File: src/rtl/uoi_pkg.sv
`default_nettype none

package uoi_pkg;

  // Fixed-point constants of the integrator.
  localparam int CORDIC_STAGES = 16;
  localparam int DIV_STEPS     = 4;
  localparam int CNT_W         = 5;
  localparam int QUO_W         = 28;
  localparam int RECIP_SH      = 68;

  localparam logic [63:0] POS_DIV      = 64'd32768000000;
  localparam logic [63:0] YAW_DIV      = 64'd45000000;
  localparam logic [63:0] POS_HALF     = POS_DIV >> 1;
  // Rounding bias of the yaw numerator once it is divided by 64.
  localparam logic [47:0] YAW_BIAS     = 48'(YAW_DIV >> 7);

  // Reciprocals of the divisors shifted right by 15 (position) and 6 (yaw), scaled by 2^RECIP_SH and rounded up.
  // They give exact quotients for numerators below 2^48.
  localparam logic [71:0] POS_RECIP_FULL =
    ((72'd1 << RECIP_SH) + 72'(POS_DIV >> 15) - 72'd1) / 72'(POS_DIV >> 15);
  localparam logic [71:0] YAW_RECIP_FULL =
    ((72'd1 << RECIP_SH) + 72'(YAW_DIV >> 6) - 72'd1) / 72'(YAW_DIV >> 6);
  localparam logic [48:0] POS_RECIP = POS_RECIP_FULL[48:0];
  localparam logic [48:0] YAW_RECIP = YAW_RECIP_FULL[48:0];

  localparam logic signed [32:0] CORDIC_GAIN = 33'sd652032874;
  localparam logic [23:0] RATE_COEF    = 24'd9370165;
  localparam logic [31:0] MAX_GAP_RESET = 32'd1000000;
  localparam logic signed [39:0] POS_MAX = 40'sh7F_FFFF_FFFF;
  localparam logic signed [39:0] POS_MIN = 40'sh80_0000_0000;

  // Controller states.
  typedef enum logic [3:0] {
    ST_IDLE, ST_CHECK, ST_COR1, ST_MUL1, ST_MUL2, ST_DIV, ST_COMMIT,
    ST_COR2S, ST_COR2, ST_OUT
  } state_t;

  // Quantity being integrated.
  typedef enum logic [1:0] {
    AX_X, AX_Y, AX_YAW
  } axis_t;

  // Commands from the controller to the datapath.
  typedef struct packed {
    logic             load_in;
    logic             cor_start;
    logic             cor_half;
    logic             cor_step;
    logic [CNT_W-1:0] step_idx;
    logic             mul1;
    logic             mul2;
    logic             div_step;
    logic             commit;
    axis_t            axis;
    logic             out_load;
  } cmd_t;

  // Status from the datapath to the controller.
  typedef struct packed {
    logic go;
    logic out_busy;
  } stat_t;

  // Arctangent of 2^-i in units of 2^-32 turn.
  function automatic logic [31:0] atan_turn(input logic [CNT_W-1:0] i);
    case (i)
      5'd0:  atan_turn = 32'd536870912;
      5'd1:  atan_turn = 32'd316933406;
      5'd2:  atan_turn = 32'd167458907;
      5'd3:  atan_turn = 32'd85004756;
      5'd4:  atan_turn = 32'd42667331;
      5'd5:  atan_turn = 32'd21354465;
      5'd6:  atan_turn = 32'd10679838;
      5'd7:  atan_turn = 32'd5340245;
      5'd8:  atan_turn = 32'd2670163;
      5'd9:  atan_turn = 32'd1335087;
      5'd10: atan_turn = 32'd667544;
      5'd11: atan_turn = 32'd333772;
      5'd12: atan_turn = 32'd166886;
      5'd13: atan_turn = 32'd83443;
      5'd14: atan_turn = 32'd41722;
      5'd15: atan_turn = 32'd20861;
      5'd16: atan_turn = 32'd10430;
      5'd17: atan_turn = 32'd5215;
      5'd18: atan_turn = 32'd2608;
      5'd19: atan_turn = 32'd1304;
      5'd20: atan_turn = 32'd652;
      5'd21: atan_turn = 32'd326;
      5'd22: atan_turn = 32'd163;
      5'd23: atan_turn = 32'd81;
      default: atan_turn = 32'd0;
    endcase
  endfunction

  // Round a Q30 CORDIC output to Q1.15, undoing the half-turn flip, saturating.
  function automatic logic signed [15:0] cor_q15(input logic signed [32:0] v,
                                                 input logic flip);
    logic signed [33:0] n;
    logic signed [33:0] r;
    n = {v[32], v};
    if (flip) begin
      n = -n;
    end
    r = (n + 34'sd16384) >>> 15;
    if (r > 34'sd32767) begin
      cor_q15 = 16'sh7FFF;
    end else if (r < -34'sd32768) begin
      cor_q15 = 16'sh8000;
    end else begin
      cor_q15 = r[15:0];
    end
  endfunction

endpackage

`default_nettype wire

File: src/rtl/uoi_ctrl.sv
`default_nettype none

module uoi_ctrl import uoi_pkg::*; (
  input  wire   clk,
  input  wire   rst_n,
  input  wire   in_valid,
  output logic  in_ready,
  input  stat_t stat,
  output cmd_t  cmd
);

  state_t            state_r, state_nxt;
  axis_t             axis_r, axis_nxt;
  logic [CNT_W-1:0]  cnt_r, cnt_nxt;

  // State, axis and step counter registers.
  always_ff @(posedge clk) begin
    if (!rst_n) begin
      state_r <= ST_IDLE;
      axis_r  <= AX_X;
      cnt_r   <= '0;
    end else begin
      state_r <= state_nxt;
      axis_r  <= axis_nxt;
      cnt_r   <= cnt_nxt;
    end
  end

  // Next state and commands.
  always_comb begin
    state_nxt = state_r;
    axis_nxt  = axis_r;
    cnt_nxt   = cnt_r;
    in_ready  = 1'b0;
    cmd       = '0;
    cmd.axis     = axis_r;
    cmd.step_idx = cnt_r;
    case (state_r)
      ST_IDLE: begin
        in_ready    = 1'b1;
        cmd.load_in = in_valid;
        if (in_valid) begin
          state_nxt = ST_CHECK;
        end
      end
      ST_CHECK: begin
        if (stat.go) begin
          cmd.cor_start = 1'b1;
          cmd.cor_half  = 1'b0;
          cnt_nxt       = '0;
          state_nxt     = ST_COR1;
        end else begin
          state_nxt = ST_IDLE;
        end
      end
      ST_COR1: begin
        cmd.cor_step = 1'b1;
        if (cnt_r == CNT_W'(CORDIC_STAGES - 1)) begin
          cnt_nxt   = '0;
          axis_nxt  = AX_X;
          state_nxt = ST_MUL1;
        end else begin
          cnt_nxt = cnt_r + 1'b1;
        end
      end
      ST_MUL1: begin
        cmd.mul1  = 1'b1;
        state_nxt = ST_MUL2;
      end
      ST_MUL2: begin
        cmd.mul2  = 1'b1;
        cnt_nxt   = '0;
        state_nxt = ST_DIV;
      end
      ST_DIV: begin
        cmd.div_step = 1'b1;
        if (cnt_r == CNT_W'(DIV_STEPS - 1)) begin
          cnt_nxt   = '0;
          state_nxt = ST_COMMIT;
        end else begin
          cnt_nxt = cnt_r + 1'b1;
        end
      end
      ST_COMMIT: begin
        cmd.commit = 1'b1;
        case (axis_r)
          AX_X: begin
            axis_nxt  = AX_Y;
            state_nxt = ST_MUL1;
          end
          AX_Y: begin
            axis_nxt  = AX_YAW;
            state_nxt = ST_MUL2;
          end
          default: begin
            state_nxt = ST_COR2S;
          end
        endcase
      end
      ST_COR2S: begin
        cmd.cor_start = 1'b1;
        cmd.cor_half  = 1'b1;
        cnt_nxt       = '0;
        state_nxt     = ST_COR2;
      end
      ST_COR2: begin
        cmd.cor_step = 1'b1;
        if (cnt_r == CNT_W'(CORDIC_STAGES - 1)) begin
          cnt_nxt   = '0;
          state_nxt = ST_OUT;
        end else begin
          cnt_nxt = cnt_r + 1'b1;
        end
      end
      ST_OUT: begin
        if (!stat.out_busy) begin
          cmd.out_load = 1'b1;
          state_nxt    = ST_IDLE;
        end
      end
      default: begin
        state_nxt = ST_IDLE;
      end
    endcase
  end

endmodule

`default_nettype wire

File: config.mk
export PLATFORM = sky130hd
export DESIGN_NAME = uoi_ctrl
export DESIGN_NICKNAME = d
export VERILOG_FILES = /design/src/rtl/uoi_pkg.sv /design/src/rtl/uoi_ctrl.sv
export SDC_FILE = /design/constraint.sdc
export NUM_CORES = 1
export LEC_CHECK = 0
export BUFFER_PORTS_ARGS = -buffer_cell sky130_fd_sc_hd__buf_2
export CORE_MARGIN = 3
export CORE_UTILIZATION = 52
export DETAILED_ROUTE_END_ITERATION = 10
export GPL_TIMING_DRIVEN = 1
export PLACE_DENSITY = 0.91
export REMOVE_ABC_BUFFERS = 1
export SYNTH_ARGS = -nofsm -noshare
export SYNTH_HDL_FRONTEND = slang
export SYNTH_SLANG_ARGS = --single-unit
File: constraint.sdc
create_clock -name clk -period 3.2 [get_ports clk]
set_input_delay 0.48 -clock clk [delete_from_list [all_inputs] [get_ports clk]]
set_output_delay 0.48 -clock clk [all_outputs]
set_load 0.005 [all_outputs]
==> results.tsv <==
metric	value	unit
power_leakage	0.418	nW
dieArea	2120	sq um
clock_tree.buffer_depth	2	
cap_violations	0	
syn_area_per_cell	7.92	sq um
synth.top_cell.area_share	0.265	
relSlewSlack	0.571	
cp_data_arrival_time	1580	ps
wl_per_cell	14.1	um
dp_hpwl	1300	um
status	completed	
total_power	0.000362	W
grtUsageTotal	0.206	
crit_required	2720	ps
fillers	111	
place.gp.congestion	0.766	
chipWidth	46	um
worst_pin_slew	643	ps
htreeDepth	1	
num_io_pins	22	
synthCells	105	
io_buffer_count	21	
route.detailed.drc	0	
die_h	46	um
whs	559	ps
hold_buffers	0	
multi_input_area	562	sq um
cts_setup_buffers	0	
drt_iter0_drc	27	
fmax	485	MHz
rsz0062_at_grt	no	
synth_seq_area_share	0.265	
cts-buffers-inserted	3	
wl	1920	um
regToRegStartpoint	cnt_r[0]$_SDFFE_PN0P_	
place_ws	1230	ps
hold_viol	0	
skew	4.59	ps
cts_resized	0	
drv_slew	0	
cp_max_fo	22	
dr_total_vias	853	
async_reset_ff_frac	0	
areaGrowthSynthToFinish	12.9	%
avgViaCountPerCell	6.27	
clk_pin_slew	70	ps
fin_nets	130	
ir_drop	0.000235	V
synth_top_area_cell	dfxtp_1	
drive_gt1_frac	0.231	
regArea	220	sq um
gr-total-overflow	0	
hp-class	flip-flop to flip-flop	
ys_warn_count	0	
cts_root_buffer	clkbuf_4	
p_per_area	385	nW/um^2
netlist-cell-type-count	44	
fin_tns_setup	0	ps
grt_pass1_wl	3120	um
core_area	1400	sq um
synth_area	832	sq um
min_from	axis_r[0]$_SDFFE_PN0P_	
crit_path_start_kind	flip-flop	
grt_pass1_vias	714	
setup_ws	1140	ps
yosys-top-cells-area	dfxtp_1 26%, nor3_1 4.8%, ha_1 4.5%	
cp-startpoint	state_r[2]$_SDFFE_PN0P_	
timing.final.crit_share	0.645	
critPathKind	flip-flop to output pin	
synth-edff-count	0	
antenna_found_initial	0	
synth-seq-cells	11	
ant_nets	0	
synth_ff_type	dfxtp_1	
setup_viol	0	
cts_tree	done	
clock_latency	270	ps
dr.pass1.iters	4	
endpoint_kind	output pin	
fin_crit	2060	ps
cts.sinks	11	
num_rows	13	
start_util	0.595	
n_antenna_cell	0	
grt_max_degree	23	
## flip-flops by register name, summed over array words and instances (netlist names)
| register | count |
|---|---|
| axis_r | 2 |
| cnt_r | 5 |
| state_r | 4 |
## cell families after synthesis
family / Yosys count / share of synthesized area
compound gates: 26 / 0.221
xor+xnor: 2 / 0.0211
fa+ha+maj: 3 / 0.0451
buf+inv: 11 / 0.0602
flops: 11 / 0.265
mux: 1 / 0.0120
simple gates: 51 / 0.376
## through the flow
step	cells	instance area (sq um)	utilization
after floorplan	96	790	-
after global placement	132	913	0.653
after detailed placement	132	913	0.653
after CTS	136	940	0.672
after global routing	136	940	0.672
final	136	940	0.672
## path summary, 6_finish.rpt
path,end,depth (start not counted),slack (ps)
worst max-delay path,cmd[3],3,1140
worst min-delay path,axis_r[0]$_SDFFE_PN0P_,2,560
worst max register to register,cnt_r[2]$_SDFFE_PN0P_,8,1200
worst min register to register,axis_r[0]$_SDFFE_PN0P_,2,560
## layer usage
layer	GRT usage	part of all wire
met3	0.0474	0.067
met2	0.324	0.46
met5	0	0
met4	0.108	0.021
met1	0.256	0.46
## critical path: stages, from the launching register on
cell	delay [ps]
dfxtp_1	740
nand2_1	200
nor3_1	220
buf_2	160
## placed cells by master, fill, tap and decap left out, types with 2 or more instances in the layout
cell type,count
o22ai_1,3
clkbuf_4,3
nor2_1,6
and3b_1,2
nand2b_1,3
xnor2_1,2
nand2_1,9
and4b_1,3
nor3_1,8
nand3_1,5
and2_1,2
buf_2,21
ha_1,3
inv_1,2
o21a_1,2
a21oi_1,4
o21ai_0,5
nor3b_1,2
dfxtp_1,11
## layout make-up
type                            count  area share
Inverter                            2     0.00799
Tap cell                           15      0.0200
Clock buffer                        4      0.0280
Multi-Input combinational cell     83       0.598
Timing Repair Buffer               21       0.112
Sequential cell                    11       0.234
## cell usage after synthesis (2+ instances only)
cell and n:
and2_1 2, o22ai_1 3, a21oi_1 4, nor2_1 6, nand3_1 5, dfxtp_1 11, xnor2_1 2, nand2_1 9
and4b_1 3, ha_1 3, buf_2 4, and3b_1 2, o21a_1 2, nand2b_1 3, nor3b_1 2, o21ai_0 5
clkbuf_1 4, nor3_1 8, inv_1 2
## report_power, final
| group | total (W) | internal, W | switching (W) | leakage [nW] |
|---|---|---|---|---|
| combinational | 0.0000908 | 0.0000455 | 0.0000452 | 0.314 |
| clock | 0.0000966 | 0.0000483 | 0.0000483 | 0.0150 |
| sequential | 0.000174 | 0.000144 | 0.0000301 | 0.0890 |
| total | 0.000362 | 0.000238 | 0.000124 | 0.418 |
Note: power is estimated with default switching activity, not from simulation.
